[src/design/nksl_pkg.sv]
// shared types and constants of the nearest-k sorted list unit
`default_nettype none
package nksl_pkg;

   localparam int DIST_W          = 20;
   localparam int TAG_W           = 16;
   localparam int CMD_W           = 2;
   localparam int SLOT_W          = 4;
   localparam int LEN_W           = 5;
   localparam int TOTAL_W         = 16;
   localparam int MAX_ENTRIES_DEF = 16;

   localparam logic [DIST_W-1:0] RADIUS_RESET = '1;

   typedef enum logic [CMD_W-1:0] {
      CMD_CLEAR = 2'd0,
      CMD_OFFER = 2'd1,
      CMD_DUMP  = 2'd2
   } cmd_type;

   typedef enum logic [2:0] {
      ST_IDLE,
      ST_TAIL,
      ST_LOOK,
      ST_SHIFT,
      ST_DUMP
   } state_type;

   typedef struct packed {
      logic [DIST_W-1:0] distance;
      logic [TAG_W-1:0]  tag;
   } entry_type;

endpackage
`default_nettype wire

[src/design/nksl_store.sv]
// entry memory: one write port, one registered read port
`default_nettype none
module nksl_store #(
   parameter int DEPTH = 16,
   parameter int AW    = 4
) (
   input  wire logic               clock,
   input  wire logic               wr_en,
   input  wire logic [AW-1:0]      wr_addr,
   input  wire nksl_pkg::entry_type wr_entry,
   input  wire logic [AW-1:0]      rd_addr,
   output nksl_pkg::entry_type     rd_entry
);
   import nksl_pkg::*;

   entry_type store_ff [DEPTH];
   entry_type rd_entry_ff;

   always_ff @(posedge clock) begin
      if (wr_en) begin
         store_ff[wr_addr] <= wr_entry;
      end
      rd_entry_ff <= store_ff[rd_addr];
   end

   assign rd_entry = rd_entry_ff;

endmodule
`default_nettype wire

[src/design/nksl_ctrl.sv]
// sequencer with the shared compare unit, counters and response register
`default_nettype none
module nksl_ctrl #(
   parameter int MAX_ENTRIES = 16,
   parameter int IW          = 4,
   parameter int CW          = 5
) (
   input  wire logic                          clock,
   input  wire logic                          reset,
   input  wire logic                          start,
   output logic                               busy,
   input  wire logic [nksl_pkg::CMD_W-1:0]    req_cmd,
   input  wire logic [nksl_pkg::DIST_W-1:0]   req_offer_distance,
   input  wire logic [nksl_pkg::TAG_W-1:0]    req_offer_tag,
   input  wire logic                          csr_we,
   input  wire logic [nksl_pkg::DIST_W-1:0]   csr_wdata,
   output logic                               mem_wr_en,
   output logic [IW-1:0]                      mem_wr_addr,
   output nksl_pkg::entry_type                mem_wr_entry,
   output logic [IW-1:0]                      mem_rd_addr,
   input  wire nksl_pkg::entry_type           mem_rd_entry,
   output logic                               rsp_strobe,
   output logic                               rsp_kept,
   output logic [nksl_pkg::SLOT_W-1:0]        rsp_slot,
   output logic [nksl_pkg::LEN_W-1:0]         rsp_list_length,
   output logic [nksl_pkg::TOTAL_W-1:0]       rsp_offered_total,
   output logic                               rsp_out_valid,
   output logic [nksl_pkg::DIST_W-1:0]        rsp_out_distance,
   output logic [nksl_pkg::TAG_W-1:0]         rsp_out_tag,
   output logic                               rsp_last
);
   import nksl_pkg::*;

   localparam logic [IW-1:0] LAST_IDX = IW'(MAX_ENTRIES - 1);
   localparam logic [CW-1:0] FULL_CNT = CW'(MAX_ENTRIES);

   state_type           state_ff, state_in;
   logic [CW-1:0]       count_ff, count_in;
   logic [TOTAL_W-1:0]  total_ff, total_in;
   logic [DIST_W-1:0]   radius_ff, radius_in;
   logic [IW-1:0]       idx_ff, idx_in;
   entry_type           offer_ff, offer_in;
   cmd_type             cmd;
   logic                accept;
   logic                tail_drop;
   logic                shift_more;
   logic                dump_last;

   logic                strobe_ff, strobe_in;
   logic                kept_ff, kept_in;
   logic [SLOT_W-1:0]   slot_ff, slot_in;
   logic [LEN_W-1:0]    len_ff, len_in;
   logic [TOTAL_W-1:0]  rtotal_ff, rtotal_in;
   logic                valid_ff, valid_in;
   logic [DIST_W-1:0]   odist_ff, odist_in;
   logic [TAG_W-1:0]    otag_ff, otag_in;
   logic                last_ff, last_in;

   assign cmd        = cmd_type'(req_cmd);
   assign accept     = start && (state_ff == ST_IDLE);
   assign tail_drop  = offer_ff.distance >= mem_rd_entry.distance;
   assign shift_more = mem_rd_entry.distance > offer_ff.distance;
   assign dump_last  = (CW'(idx_ff) + CW'(1)) == count_ff;

   always_comb begin
      state_in = state_ff;
      case (state_ff)
         ST_IDLE: begin
            if (accept) begin
               case (cmd)
                  CMD_OFFER: begin
                     if (req_offer_distance > radius_ff) begin
                        state_in = ST_IDLE;
                     end else if (count_ff < FULL_CNT) begin
                        state_in = ST_LOOK;
                     end else begin
                        state_in = ST_TAIL;
                     end
                  end
                  CMD_DUMP: begin
                     if (count_ff != '0) begin
                        state_in = ST_DUMP;
                     end
                  end
                  default: state_in = ST_IDLE;
               endcase
            end
         end
         ST_TAIL: state_in = tail_drop ? ST_IDLE : ST_LOOK;
         ST_LOOK: state_in = (idx_ff == '0) ? ST_IDLE : ST_SHIFT;
         ST_SHIFT: begin
            if (!shift_more) begin
               state_in = ST_IDLE;
            end else if (idx_ff > IW'(1)) begin
               state_in = ST_SHIFT;
            end else begin
               state_in = ST_LOOK;
            end
         end
         ST_DUMP: state_in = dump_last ? ST_IDLE : ST_DUMP;
         default: state_in = ST_IDLE;
      endcase
   end

   always_comb begin
      count_in     = count_ff;
      total_in     = total_ff;
      radius_in    = csr_we ? csr_wdata : radius_ff;
      idx_in       = idx_ff;
      offer_in     = offer_ff;
      mem_wr_en    = 1'b0;
      mem_wr_addr  = idx_ff;
      mem_wr_entry = offer_ff;
      mem_rd_addr  = '0;
      strobe_in    = 1'b0;
      kept_in      = 1'b0;
      slot_in      = '0;
      valid_in     = 1'b0;
      odist_in     = '0;
      otag_in      = '0;
      last_in      = 1'b0;
      case (state_ff)
         ST_IDLE: begin
            mem_rd_addr = (cmd == CMD_OFFER) ? LAST_IDX : '0;
            if (accept) begin
               offer_in.distance = req_offer_distance;
               offer_in.tag      = req_offer_tag;
               idx_in            = '0;
               case (cmd)
                  CMD_CLEAR: begin
                     count_in  = '0;
                     total_in  = '0;
                     strobe_in = 1'b1;
                     last_in   = 1'b1;
                  end
                  CMD_OFFER: begin
                     if (total_ff != '1) begin
                        total_in = total_ff + TOTAL_W'(1);
                     end
                     if (req_offer_distance > radius_ff) begin
                        strobe_in = 1'b1;
                        last_in   = 1'b1;
                     end else if (count_ff < FULL_CNT) begin
                        idx_in   = IW'(count_ff);
                        count_in = count_ff + CW'(1);
                     end
                  end
                  CMD_DUMP: begin
                     if (count_ff == '0) begin
                        strobe_in = 1'b1;
                        last_in   = 1'b1;
                     end
                  end
                  default: begin
                     strobe_in = 1'b1;
                     last_in   = 1'b1;
                  end
               endcase
            end
         end
         ST_TAIL: begin
            idx_in = LAST_IDX;
            if (tail_drop) begin
               strobe_in = 1'b1;
               last_in   = 1'b1;
            end
         end
         ST_LOOK: begin
            mem_rd_addr = idx_ff - IW'(1);
            if (idx_ff == '0) begin
               mem_wr_en = 1'b1;
               strobe_in = 1'b1;
               kept_in   = 1'b1;
               last_in   = 1'b1;
            end
         end
         ST_SHIFT: begin
            mem_wr_en = 1'b1;
            slot_in   = SLOT_W'(idx_ff);
            if (shift_more) begin
               mem_wr_entry = mem_rd_entry;
               idx_in       = idx_ff - IW'(1);
               mem_rd_addr  = (idx_ff > IW'(1)) ? idx_ff - IW'(2) : '0;
            end else begin
               strobe_in = 1'b1;
               kept_in   = 1'b1;
               last_in   = 1'b1;
            end
         end
         ST_DUMP: begin
            mem_rd_addr = dump_last ? '0 : idx_ff + IW'(1);
            idx_in      = idx_ff + IW'(1);
            strobe_in   = 1'b1;
            slot_in     = SLOT_W'(idx_ff);
            valid_in    = 1'b1;
            odist_in    = mem_rd_entry.distance;
            otag_in     = mem_rd_entry.tag;
            last_in     = dump_last;
         end
         default: mem_rd_addr = '0;
      endcase
      len_in    = LEN_W'(count_in);
      rtotal_in = total_in;
   end

   always_ff @(posedge clock) begin
      if (reset) begin
         state_ff  <= ST_IDLE;
         count_ff  <= '0;
         total_ff  <= '0;
         radius_ff <= RADIUS_RESET;
         strobe_ff <= 1'b0;
      end else begin
         state_ff  <= state_in;
         count_ff  <= count_in;
         total_ff  <= total_in;
         radius_ff <= radius_in;
         strobe_ff <= strobe_in;
      end
      idx_ff    <= idx_in;
      offer_ff  <= offer_in;
      kept_ff   <= kept_in;
      slot_ff   <= slot_in;
      len_ff    <= len_in;
      rtotal_ff <= rtotal_in;
      valid_ff  <= valid_in;
      odist_ff  <= odist_in;
      otag_ff   <= otag_in;
      last_ff   <= last_in;
   end

   assign busy              = state_ff != ST_IDLE;
   assign rsp_strobe        = strobe_ff;
   assign rsp_kept          = kept_ff;
   assign rsp_slot          = slot_ff;
   assign rsp_list_length   = len_ff;
   assign rsp_offered_total = rtotal_ff;
   assign rsp_out_valid     = valid_ff;
   assign rsp_out_distance  = odist_ff;
   assign rsp_out_tag       = otag_ff;
   assign rsp_last          = last_ff;

endmodule
`default_nettype wire

[src/design/nearest_k_sorted_list_unit.sv]
// top level of the nearest-k sorted list unit
//
// channel   ports                          handshake
// request   req_cmd, req_offer_*           start high while busy low takes the word
// response  rsp_*                          rsp_strobe high for one cycle per word
// csr       csr_wdata                      csr_we high writes radius_limit
//
// clear, unused command, empty dump, offer beyond radius: handled in idle, word the cycle after
// offer kept: idle, tail when the list is full, look, then shift while entries move down
// offer dropped at the tail of a full list: idle, then tail; one compare per cycle throughout
// dump: one word per cycle, one word per entry, paced by the entry memory read port
// reset is synchronous and empties the list; words cannot be held off
`default_nettype none
module nearest_k_sorted_list_unit #(
   parameter int MAX_ENTRIES = nksl_pkg::MAX_ENTRIES_DEF
) (
   input  wire logic                          clock,
   input  wire logic                          reset,
   input  wire logic                          start,
   output logic                               busy,
   input  wire logic [nksl_pkg::CMD_W-1:0]    req_cmd,
   input  wire logic [nksl_pkg::DIST_W-1:0]   req_offer_distance,
   input  wire logic [nksl_pkg::TAG_W-1:0]    req_offer_tag,
   input  wire logic                          csr_we,
   input  wire logic [nksl_pkg::DIST_W-1:0]   csr_wdata,
   output logic                               rsp_strobe,
   output logic                               rsp_kept,
   output logic [nksl_pkg::SLOT_W-1:0]        rsp_slot,
   output logic [nksl_pkg::LEN_W-1:0]         rsp_list_length,
   output logic [nksl_pkg::TOTAL_W-1:0]       rsp_offered_total,
   output logic                               rsp_out_valid,
   output logic [nksl_pkg::DIST_W-1:0]        rsp_out_distance,
   output logic [nksl_pkg::TAG_W-1:0]         rsp_out_tag,
   output logic                               rsp_last
);
   import nksl_pkg::*;

   localparam int IW = (MAX_ENTRIES > 1) ? $clog2(MAX_ENTRIES) : 1;
   localparam int CW = $clog2(MAX_ENTRIES + 1);

   logic            mem_wr_en;
   logic [IW-1:0]   mem_wr_addr;
   entry_type       mem_wr_entry;
   logic [IW-1:0]   mem_rd_addr;
   entry_type       mem_rd_entry;

   nksl_ctrl #(
      .MAX_ENTRIES (MAX_ENTRIES),
      .IW          (IW),
      .CW          (CW)
   ) u_ctrl (
      .clock              (clock),
      .reset              (reset),
      .start              (start),
      .busy               (busy),
      .req_cmd            (req_cmd),
      .req_offer_distance (req_offer_distance),
      .req_offer_tag      (req_offer_tag),
      .csr_we             (csr_we),
      .csr_wdata          (csr_wdata),
      .mem_wr_en          (mem_wr_en),
      .mem_wr_addr        (mem_wr_addr),
      .mem_wr_entry       (mem_wr_entry),
      .mem_rd_addr        (mem_rd_addr),
      .mem_rd_entry       (mem_rd_entry),
      .rsp_strobe         (rsp_strobe),
      .rsp_kept           (rsp_kept),
      .rsp_slot           (rsp_slot),
      .rsp_list_length    (rsp_list_length),
      .rsp_offered_total  (rsp_offered_total),
      .rsp_out_valid      (rsp_out_valid),
      .rsp_out_distance   (rsp_out_distance),
      .rsp_out_tag        (rsp_out_tag),
      .rsp_last           (rsp_last)
   );

   nksl_store #(
      .DEPTH (MAX_ENTRIES),
      .AW    (IW)
   ) u_store (
      .clock    (clock),
      .wr_en    (mem_wr_en),
      .wr_addr  (mem_wr_addr),
      .wr_entry (mem_wr_entry),
      .rd_addr  (mem_rd_addr),
      .rd_entry (mem_rd_entry)
   );

   a_clear_word: assert property (@(posedge clock) disable iff (reset)
      start && !busy && req_cmd == CMD_CLEAR |=>
         rsp_strobe && rsp_last && rsp_list_length == '0 && rsp_offered_total == '0)
      else $error("clear word wrong");

   a_kept_word: assert property (@(posedge clock) disable iff (reset)
      rsp_strobe && rsp_kept |-> !rsp_out_valid && rsp_last)
      else $error("kept word carries entry data");

   a_busy_end: assert property (@(posedge clock) disable iff (reset)
      !$past(reset) && $fell(busy) |-> rsp_strobe && rsp_last)
      else $error("operation ended without last word");

   a_dump_run: assert property (@(posedge clock) disable iff (reset)
      rsp_strobe && !rsp_last |=> rsp_strobe && rsp_out_valid)
      else $error("dump run broken");

endmodule
`default_nettype wire

[config.mk]
export PLATFORM = sky130hd
export DESIGN_NAME = nearest_k_sorted_list_unit
export DESIGN_NICKNAME = d
export VERILOG_FILES = /design/src/design/nksl_pkg.sv /design/src/design/nksl_store.sv /design/src/design/nksl_ctrl.sv /design/src/design/nearest_k_sorted_list_unit.sv
export SDC_FILE = /design/constraint.sdc
export NUM_CORES = 1
export LEC_CHECK = 0
export BUFFER_PORTS_ARGS = -buffer_cell sky130_fd_sc_hd__buf_2
export CELL_PAD_IN_SITES_DETAIL_PLACEMENT = 1
export CELL_PAD_IN_SITES_GLOBAL_PLACEMENT = 1
export CORE_MARGIN = 8
export CORE_UTILIZATION = 45
export DETAILED_ROUTE_END_ITERATION = 8
export PLACE_DENSITY = 0.72
export SLEW_MARGIN = 5
export SYNTH_ARGS = -nofsm -noshare
export SYNTH_HDL_FRONTEND = slang
export SYNTH_SLANG_ARGS = --single-unit
[constraint.sdc]
create_clock -name clock -period 3.2 [get_ports clock]
set_clock_uncertainty 0.05 [all_clocks]
set_input_delay 0.32 -clock clock [delete_from_list [all_inputs] [get_ports clock]]
set_output_delay 0.32 -clock clock [all_outputs]
set_load 0.01 [all_outputs]
# [Yosys cells after proc, flatten, opt, wreduce, memory -nomap -nowiden]
# Memory sizes are Yosys's and may differ from the RTL's. A register that Yosys moved wholly into a read port is not among the register bits.
# Index checks and enable logic that the tools add are counted.
[classes] add_sub_neg=6 mul=0 div_mod_pow=0 order_cmp=5 eq_ne=11 shift=0 mux=47 n_bitwise=0 reduce_logical=12
[op_table] cell="two-way mux 36 bit" count=2
[op_table] cell="two-way mux 16 bit" count=3
[op_table] cell="> comparator 20 bit" count=2
[op_table] cell="two-way mux 4 bit" count=9
[op_table] cell="case mux 16 bit (2 select lines)" count=1
[op_table] cell="case mux 4 bit (4 select lines)" count=2
[op_table] cell="greater-or-equal comparator 20 bit" count=1
[op_table] cell="two-way mux 5 bit" count=4
[op_table] cell="adder 16 x 1 -> 16 bit (second input constant)" count=1
[op_table] cell="!= test 16 bit (second input constant)" count=1
[op_table] cell="two-way mux 3 bit" count=5
[op_table] cell="case mux 3 bit (5 select lines)" count=1
[op_table] cell="two-way mux 1 bit" count=10
[op_table] cell="case mux 1 bit (5 select lines)" count=2
[op_table] cell="case mux 5 bit (2 select lines)" count=1
[op_table] cell="equality test 3 x 2 -> 1 bit (second input constant)" count=2
[op_table] cell="two-way mux 2 bit" count=3
[op_table] cell="case mux 1 bit (2 select lines)" count=3
[op_table] cell="case mux 3 bit (2 select lines)" count=1
[op_table] cell="adder 4 x 1 -> 5 bit (second input constant)" count=1
[op_table] cell="adder 5 x 1 -> 5 bit (second input constant)" count=1
[op_table] cell="equality test 5 bit" count=1
[op_table] cell="logical NOT 5 bit" count=1
[op_table] cell="less-than comparator 5 bit (second input constant)" count=1
[op_table] cell="20 further kinds" count=22
[word_totals] ff_bits=149 latchBits=0 mem_bits_rw=576 mem_bits_ro=0 in_bits=62 out_inout_bits=66 word_cells=98 mem_count=1
[mem_list] name="u_store.store_ff" depth=16 width=36 read_ports=1 rd_clocked_by_memory_dff=1 write_ports=1 line_no="nksl_store.sv:16" text="entry_type store_ff [DEPTH];"

# [Logic depth before layout (Yosys ltp)]
# Gate-level depths: netlist (run 1).
[depth] word_depth=6 mapped_depth=13 depth_no_buf=10

# [By module]
# From an unflattened synthesis (run 1), not the netlist that was laid out.
[hier_totals] hier_cells=1650 hier_area_um2=29662.2
[by_module_without_submodules] mod="nksl_store" instances=1 cells_each=938 area_each_um2=22318.9 seq_area_each_um2=18017.3
[by_module_without_submodules] mod="nksl_ctrl" instances=1 cells_each=712 area_each_um2=7343.3 seq_area_each_um2=3383.2

# [Least setup slack after synthesis (run 1)]
# No wires, ideal clock.
[synth_timing] path_kind="register to register" startpoint="reg u_ctrl.offer_ff[35] (netlist name)" endpoint="reg, netlist name u_store.rd_entry[15]" setup_ns=0.134 arrival_ns=3.002 required_time_ns=3.016 setup_slack_ns=0.014 path_stages_with_launch=13 n_path_buf=3 synth_period_minus_slack_ns=3.186 cell_sequence="edfxtp_1 -> ha_1 -> nand4_2 -> nor4_1 -> a21boi_2 -> nor4_4 -> o32ai_1 -> buf_2 -> buf_6 -> buf_2 -> mux2i_1 -> o22ai_1 -> or4_1"
[synth_between] elab_chain_len=3
[synth_lines] item="start: declaration" line_no="nksl_ctrl.sv:42" text="entry_type offer_ff, offer_in;"
[synth_lines] item="start signal: assignment" line_no="nksl_ctrl.sv:221" text="offer_ff <= offer_in;"
[synth_lines] item="> comparator 20 bit" line_no="nksl_ctrl.sv:62" text="assign shift_more = mem_rd_entry.distance > offer_ff.distance;"
[synth_lines] item="two-way mux 4 bit" line_no="nksl_ctrl.sv:180" text="if (shift_more) begin"
[synth_lines] item="case mux 4 bit (4 select lines)" line_no="nksl_ctrl.sv:122" text="case (state_ff)"
# No other way between the ends.
# A chain may end at the register's enable or synchronous reset.

# [Worst setup path in the final report (run 1)]
[layout_timing] startpoint="reg, netlist name u_store.rd_entry[33]" endpoint="reg, netlist name u_store.rd_entry[0]"
[layout_between] elab_chain_len=3
[layout_lines] item="> comparator 20 bit" line_no="nksl_ctrl.sv:62"
[layout_lines] item="two-way mux 4 bit" line_no="nksl_ctrl.sv:180"
[layout_lines] item="case mux 4 bit (4 select lines)" line_no="nksl_ctrl.sv:122"
# No other way between the ends.

==> results of run 1 <==
cells in the mapped netlist, drive strengths merged, types with 4 or more instances:
library cell  number
o22ai            145
o31ai              4
ha                55
and4               4
and2              35
inv               60
mux2              19
or4               36
o211ai            22
nand2             94
a21oi             33
nor2              52
o21a               9
nor3              11
nand3             20
o21ai             50
and3              23
dfxtp            145
a211oi             5
buf               53
mux2i            290
a31oi              8
edfxtp           616
xor2               4
a22o               6
nor2b              6
nand4             14
nor4               6
clkbuf            33
nand2b             6
how the worst min path moves through the flow:
stage,start,endpoint,slack (ns)
after global placement,u_ctrl.radius_ff[5]$_SDFFE_PP1P_,u_ctrl.radius_ff[5]$_SDFFE_PP1P_,0.42
after global routing,start,u_ctrl.state_ff[2]$_SDFFE_PP0P_,0.09
after detailed placement,u_ctrl.radius_ff[3]$_SDFFE_PP1P_,u_ctrl.radius_ff[3]$_SDFFE_PP1P_,0.43
final,start,u_ctrl.state_ff[2]$_SDFFE_PP0P_,0.07
after floorplan,req_offer_tag[0],u_ctrl.offer_ff[0]$_DFFE_PP_,0.37
after CTS,start,u_ctrl.state_ff[2]$_SDFFE_PP0P_,0.04
cell type report:
class / count / area [um2]
Timing Repair Buffer: 476 / 4890
Fill cell: 5963 / 26700
Clock inverter: 40 / 586
Inverter: 61 / 229
Sequential cell: 761 / 21400
Clock buffer: 108 / 2190
Tap cell: 864 / 1080
Antenna cell: 1 / 2.50
Multi-Input combinational cell: 993 / 8410
repair_timing:
action / in CTS / in global routing
hold buffers: 57 / 0
gates cloned: 11 / 10
resized for setup: 110 / 93
setup endpoints to repair: 612 / 380
setup buffers: 41 / 23
endpoints found under the hold margin: 64 / 0
pin swaps: 42 / 27
worst reg2reg max path: stages, from the launching register on:
cell and delay, ns:
dfxtp_1 0.41, inv_1 0.10, ha_1 0.36, nand4_4 0.18, buf_4 0.19, nor3_1 0.18, a22o_2 0.27, nor4_4 0.08
o32ai_4 0.29, buf_12 0.21, buf_16 0.19, clkbuf_16 0.19, buf_4 0.12, mux2i_1 0.22, o22ai_1 0.13, or4_1 0.56
power by group through the flow:
stage	registers [mW]	logic, mW	clock network, mW
floorplan	11.3	1.63	0
global placement	11.3	2.83	0
detailed placement	11.3	2.95	0
CTS	11.1	3.63	9.93
global route	11.1	4.11	10.3
finish	11.1	3.91	9.94
sequential cells by signal, indices dropped and copies added (netlist names):
name	flops
u_store.store_ff	576
u_ctrl.offer_ff	36
u_store.rd_entry	36
u_ctrl.radius_ff	20
u_ctrl.rsp_out_distance	20
u_ctrl.rsp_offered_total	16
u_ctrl.rsp_out_tag	16
u_ctrl.total_ff	16
u_ctrl.count_ff	5
u_ctrl.rsp_list_length	5
u_ctrl.mem_wr_addr	4
u_ctrl.rsp_slot	4
u_ctrl.state_ff	3
u_ctrl.rsp_kept	1
u_ctrl.rsp_last	1
u_ctrl.rsp_out_valid	1
u_ctrl.rsp_strobe	1
cells by family after synthesis:
group	Yosys count	synth area share
adders and majority gates	55	0.0232
buffers and inverters	147	0.0240
and+or+nand+nor	313	0.0568
DFF	761	0.722
AOI/OAI and AO/OA	307	0.0671
muxes	309	0.105
xor gates and xnor gates	7	0.00207
layer usage:
| metal | wire (um) | part of all wire | vias up | GRT usage |
|---|---|---|---|---|
| li1 | - | - | 8359 | - |
| met4 | 2720 | 0.029 | 0 | 0.0767 |
| met3 | 5920 | 0.063 | 177 | 0.0364 |
| met1 | 37700 | 0.40 | 9892 | 0.294 |
| met2 | 47900 | 0.51 | 804 | 0.421 |
| met5 | 0 | 0 | - | 0 |
==> results.tsv, run 1 <==
stage	metric	value	unit
run_status	failing checks	negative setup slack	
worst_setup_path	arrival time of the worst setup path	4.32	ns
die	core area	65500	um2
synthesis	Net Count, Synth	2016	
timing	final period demand of the worst path	3.88	ns
clock_tree	Clock Sinks	761	
synthesis	Syn Area/Cell	15.6	um2
power_and_ir_drop	Pint	18.8	mW
worst_setup_path	Setup crit end	u_store.rd_entry[0]$_DFF_P_	
flow_run	max-cap violation count	0	
die	site row count	94	
synthesis	register area share after synthesis	0.722	
worst_setup_path	Startpoint Class	flip-flop	
worst_setup_path	WP data required	3.64	ns
clock_tree	CTS tree	built	
synthesis	YS warnings	0	
routing	Detail Route Antenna Nets	0	
placement	RD Place Congestion	0.839	
worst_setup_path	CP top delay family	simple AND/OR/NAND/NOR gates	
worst_setup_path	CP cell instances	inv_1 -> ha_1 -> nand4_4 -> buf_4 -> nor3_1 -> a22o_2 -> nor4_4 -> o32ai_4 -> buf_12 -> buf_16 -> clkbuf_16 -> buf_4 -> mux2i_1 -> o22ai_1 -> or4_1	
placement	Buffers on Ports	127	
placement	DP HPWL	50.4	mm
global_routing	vias in the first global route	20700	
synthesis	Synth area leaders	edfxtp_1 (62%), dfxtp_1 (9.8%), mux2i_1 (9.8%), o22ai_1 (3.1%), ha_1 (2.3%)	
timing	relative slew slack	0.179	
final_layout	final instance area	38800	um2
placement	DP Area	33500	um2
routing	Routed WL per cell	28.5	um
die	die area	74400	um2
synthesis	Post-Synthesis Cells	1899	
final_layout	P&R area growth vs syn	30.9	%
worst_setup_path	Worst R2R Start	u_store.rd_entry[33]$_DFF_P_	
run_status	status	complete, but fails checks	
worst_setup_path	crit-path max FO	8	
worst_setup_path	CP bufs+invs	6	
final_layout	fin nets	2489	
timing	Final TNS setup	-20.13	ns
power_and_ir_drop	sequential share of power	0.445	
worst_setup_path	Worst path depth	15	
timing	Hold Vio Cnt, Final	0	
global_routing	largest net degree at the start of global routing	40	
worst_setup_path	Most common cell on crit path	buf_4	
routing	Post-route DRC	0	
final_layout	commonest non-fill, non-tap cell in the layout	edfxtp_1	
worst_setup_path	critical path class	reg2reg	
synthesis	ys async rst share	0	
timing	worst setup margin	-0.680	ns
global_routing	first-pass GRT wire length	133	mm
timing	WHS	0.0736	ns
synthesis	Yosys cell types	67	
worst_setup_path	Reg2Reg Capture Point	u_store.rd_entry[0]$_DFF_P_	
die	Die Width	273	um
synthesis	Synth area leader	edfxtp_1	
power_and_ir_drop	clock share of power	0.398	
final_layout	share of cells above drive strength 1	0.287	
worst_setup_path	crit path from	u_store.rd_entry[33]$_DFF_P_	
routing	DRT iter0 DRCs	1598	
clock_tree	Clock Latency Late Sink	0.65	ns
routing	final WL	94.2	mm
worst_setup_path	Worst setup EP type	flip-flop	
timing	final period utilization	1.21	
worst_setup_path	Max stage delay cell, worst path	or4_1	
clock_tree	CTS Buf Count	79	
final_layout	most frequent cells in the layout	edfxtp_1 (616), mux2i_1 (232), buf_4 (168)	
timing	f_max	258	MHz
timing	worst slew pin tran	1.22	ns
die	Starting Density	0.453	
timing	RSZ-0062 raised after global routing	yes	
power_and_ir_drop	Power per Cell Area	644	nW/um2
routing	vias per cell	5.82	
worst_setup_path	number of cells on the worst reg-to-reg path	15	
global_routing	Total GRT Usage	0.237	
placement	Setup WS pre-CTS	-0.871	ns
power_and_ir_drop	Net Sw Power	6.14	mW
timing	max-slew violations	0	
clock_tree	root buf cell	clkbuf_16	
power_and_ir_drop	Pwr Total	25.0	mW
routing	TritonRoute pass-1 iters	5	
placement	Placed Cells	3019	
synthesis	main flop type after synthesis	edfxtp_1	
final_layout	final std cells w/o fill	3304	
hold_path	Hold Path Depth	3	
power_and_ir_drop	Leakage	15.1	nW
die	die height	273	um
synthesis	post-synthesis register bit count	761	
timing	final setup fails	63	
clock_tree	Clock transition at path regs	0.07	ns
power_and_ir_drop	VDD IR max	0.382	mV
global_routing	total grt overflow	0	
final_layout	final core utilization	0.592	
routing	total number of vias	19200	
worst_setup_path	worst stage delay on the critical path	0.56	ns
die	IO Pins	128	
synthesis	Post-synth EDFFs	616	
clock_tree	Max clock buf depth	3	
synthesis	Cell Area, Synth	29600	um2
hold_path	Min-Delay Path Class	in2reg	
global_routing	initial antenna violation count	0	
clock_tree	CTS H-Tree Depth	3	
synthesis	post-synth top area share	0.624	
worst_setup_path	flop2flop setup slack	-0.68	ns
power_and_ir_drop	Comb pwr share	0.156	
power_and_ir_drop	Sw Share	0.246	
Power figures use the tool's default switching activity.
==> run 2, diff against run 1 <==
--- a/config.mk
+++ b/config.mk
@@ -8,6 +8,7 @@
 export BUFFER_PORTS_ARGS = -buffer_cell sky130_fd_sc_hd__buf_2
 export CELL_PAD_IN_SITES_DETAIL_PLACEMENT = 1
 export CELL_PAD_IN_SITES_GLOBAL_PLACEMENT = 1
+export CORE_ASPECT_RATIO = 1.4
 export CORE_MARGIN = 8
 export CORE_UTILIZATION = 45
 export DETAILED_ROUTE_END_ITERATION = 8
==> run 2 against run 1 <==
- the flow still finishes with violations (negative setup slack)
- first-iteration DRC count down 1.6%
- clock power down 7.1%
- via count down 0.49%
- register-to-register slack about the same
- maximum frequency up 0.30%
- power down 3.9%
- hold slack worse by 0.0074 ns
- flip-flop and latch count unchanged
- non-clock buffer count down 29
- wire length down 0.12%
- critical path type unchanged
- highest routed layer unchanged
==> results.tsv, run 2 (synthesis gave the netlist of run 1 again) <==
stage	metric	value	unit	change
global_routing	first-pass GRT wire length	136	mm	was 133 mm
placement	RD Place Congestion	0.893		was 0.839
routing	total number of vias	19100		was 19.2k
clock_tree	CTS tree	built		unchanged
worst_setup_path	Max stage delay cell, worst path	or4_4		was or4_1
timing	Final TNS setup	-97.54	ns	was -20.13 ns
routing	Detail Route Antenna Nets	0		unchanged
final_layout	final core utilization	0.580		was 0.592
worst_setup_path	CP bufs+invs	2		was 6
timing	worst slew pin tran	1.23	ns	was 1.22 ns
die	site row count	111		was 94
routing	final WL	94.1	mm	was 94.2 mm
timing	worst setup margin	-0.668	ns	was -0.680 ns
final_layout	max reg flops	576		unchanged
clock_tree	Clock Sinks	761		unchanged
timing	final setup fails	612		was 63
routing	TritonRoute pass-1 iters	8		was 5
placement	DP HPWL	52.3	mm	was 50.4 mm
timing	max-slew violations	0		unchanged
die	die area	74500	um2	was 74,400 um2
run_status	failing checks	negative setup slack		unchanged
die	core area	65300	um2	was 65,500 um2
clock_tree	Clock transition at path regs	0.07	ns	about the same
run_status	status	complete, but fails checks		unchanged
placement	Buffers on Ports	127		unchanged
flow_run	max-cap violation count	0		unchanged
worst_setup_path	worst stage delay on the critical path	0.57	ns	was 0.56 ns
final_layout	P&R area growth vs syn	27.7	%	was 30.9%
final_layout	fin nets	2454		was 2,489
clock_tree	Max clock buf depth	3		unchanged
timing	final period demand of the worst path	3.87	ns	was 3.88 ns
global_routing	total grt overflow	0		unchanged
placement	Placed Cells	2991		was 3,019
worst_setup_path	crit-path max FO	21		was 8
routing	Post-route DRC	0		unchanged
global_routing	vias in the first global route	21200		was 20.7k
die	Die Width	233	um	was 273 um
worst_setup_path	arrival time of the worst setup path	4.33	ns	was 4.32 ns
final_layout	share of cells above drive strength 1	0.270		was 0.287
worst_setup_path	critical path class	reg2reg		unchanged
clock_tree	CTS H-Tree Depth	3		unchanged
routing	DRT iter0 DRCs	1573		was 1,598
clock_tree	CTS Buf Count	75		was 79
global_routing	largest net degree at the start of global routing	40		unchanged
die	IO Pins	128		unchanged
routing	vias per cell	5.89		was 5.82
timing	f_max	259	MHz	was 258 MHz
timing	Hold Vio Cnt, Final	0		unchanged
final_layout	commonest non-fill, non-tap cell in the layout	edfxtp_1		unchanged
hold_path	Min-Delay Path Class	in2reg		unchanged
routing	Routed WL per cell	29.0	um	was 28.5 um
worst_setup_path	Startpoint Class	flip-flop		unchanged
global_routing	Total GRT Usage	0.247		was 0.237
power_and_ir_drop	VDD IR max	0.513	mV	was 0.382 mV
final_layout	most frequent cells in the layout	edfxtp_1 (616), mux2i_1 (272), buf_4 (153)		was edfxtp_1 (616), mux2i_1 (232), buf_4 (168)
die	Starting Density	0.454		was 0.453
timing	WHS	0.0662	ns	was 0.0736 ns
worst_setup_path	CP top delay family	simple AND/OR/NAND/NOR gates		unchanged
final_layout	final std cells w/o fill	3249		was 3,304
final_layout	Biggest register	u_store.store_ff		unchanged
clock_tree	Clock Latency Late Sink	0.64	ns	was 0.65 ns
clock_tree	root buf cell	clkbuf_16		unchanged
die	die height	320	um	was 273 um
worst_setup_path	Worst setup EP type	flip-flop		unchanged
power_and_ir_drop	Power per Cell Area	634	nW/um2	was 644 nW/um2
worst_setup_path	Most common cell on crit path	buf_12		was buf_4
power_and_ir_drop	Pwr Total	24.0	mW	was 25.0 mW
global_routing	initial antenna violation count	2		was 0
power_and_ir_drop	Leakage	14.8	nW	was 15.1 nW
timing	final period utilization	1.21		about the same
worst_setup_path	CP cell instances	ha_1 -> a21oi_1 -> o21ai_1 -> a22o_4 -> nor4_4 -> o32ai_4 -> buf_12 -> buf_12 -> mux2i_1 -> o22ai_1 -> or4_4		was inv_1 -> ha_1 -> nand4_4 -> buf_4 -> nor3_1 -> a22o_2 -> nor4_4 -> o32ai_4 -> buf_12 -> buf_16 -> clkbuf_16 -> buf_4 -> mux2i_1 -> o22ai_1 -> or4_1
final_layout	Layout fillers	6049		was 5,963
timing	RSZ-0062 raised after global routing	yes		unchanged
timing	relative slew slack	0.174		was 0.179
worst_setup_path	WP data required	3.66	ns	was 3.64 ns
run 2: tightest hold or removal path, stage by stage:
cell and delay (ns):
buf_2 0.13, a21oi_1 0.18, a211oi_1 0.08
run 2: final cells by class:
class                           count  area [um2]  area share
Sequential cell                   761       21400       0.566
Multi-Input combinational cell    991        8180       0.216
Timing Repair Buffer              447        4390       0.116
Clock buffer                      111        2250      0.0594
Tap cell                          847        1060      0.0280
Clock inverter                     29         334     0.00882
Inverter                           61         229     0.00605
Antenna cell                        2        5.00    0.000132
run 2: stage by stage:
stage,setup WS [ns],instance area [um2]
final,-0.668,37900
after global routing,-0.727,37900
after CTS,-0.519,37700
after detailed placement,-0.739,33200
after global placement,-0.606,33200
after floorplan,0.0138,29600
run 2: final timing paths:
kind	start	endpoint	slack [ns]	cells after the start
worst max register to register	u_ctrl.offer_ff[27]$_DFFE_PP_	u_store.rd_entry[2]$_DFF_P_	-0.67	11
worst max-delay path	u_ctrl.offer_ff[27]$_DFFE_PP_	u_store.rd_entry[2]$_DFF_P_	-0.67	11
worst min-delay path	start	u_ctrl.state_ff[2]$_SDFFE_PP0P_	0.07	3
worst min register to register	u_ctrl.radius_ff[11]$_SDFFE_PP1P_	u_ctrl.radius_ff[11]$_SDFFE_PP1P_	0.44	2
run 2: timing repair:
| item | CTS | global route |
|---|---|---|
| cloned | 9 | 1 |
| pin swaps | 41 | 7 |
| buffers inserted | 45 | 10 |
| setup endpoints to repair | 613 | 612 |
| hold endpoints to repair | 60 | 0 |
| hold buffers | 57 | 0 |
| gates resized for setup | 140 | 22 |
run 2: power breakdown:
group	switching, mW	total, mW	internal, mW	leakage (nW)
sequential	0.161	11.1	11.0	6.76
clock	3.84	9.23	5.39	1.27
combinational	1.90	3.64	1.74	6.80
run 2: metal layers:
metal | global-route usage | up-vias | wire [um]
met5 | 0 | - | 0
met4 | 0.113 | 0 | 4440
met3 | 0.0422 | 265 | 5580
met2 | 0.446 | 777 | 48900
met1 | 0.282 | 9834 | 35200
li1 | - | 8261 | -
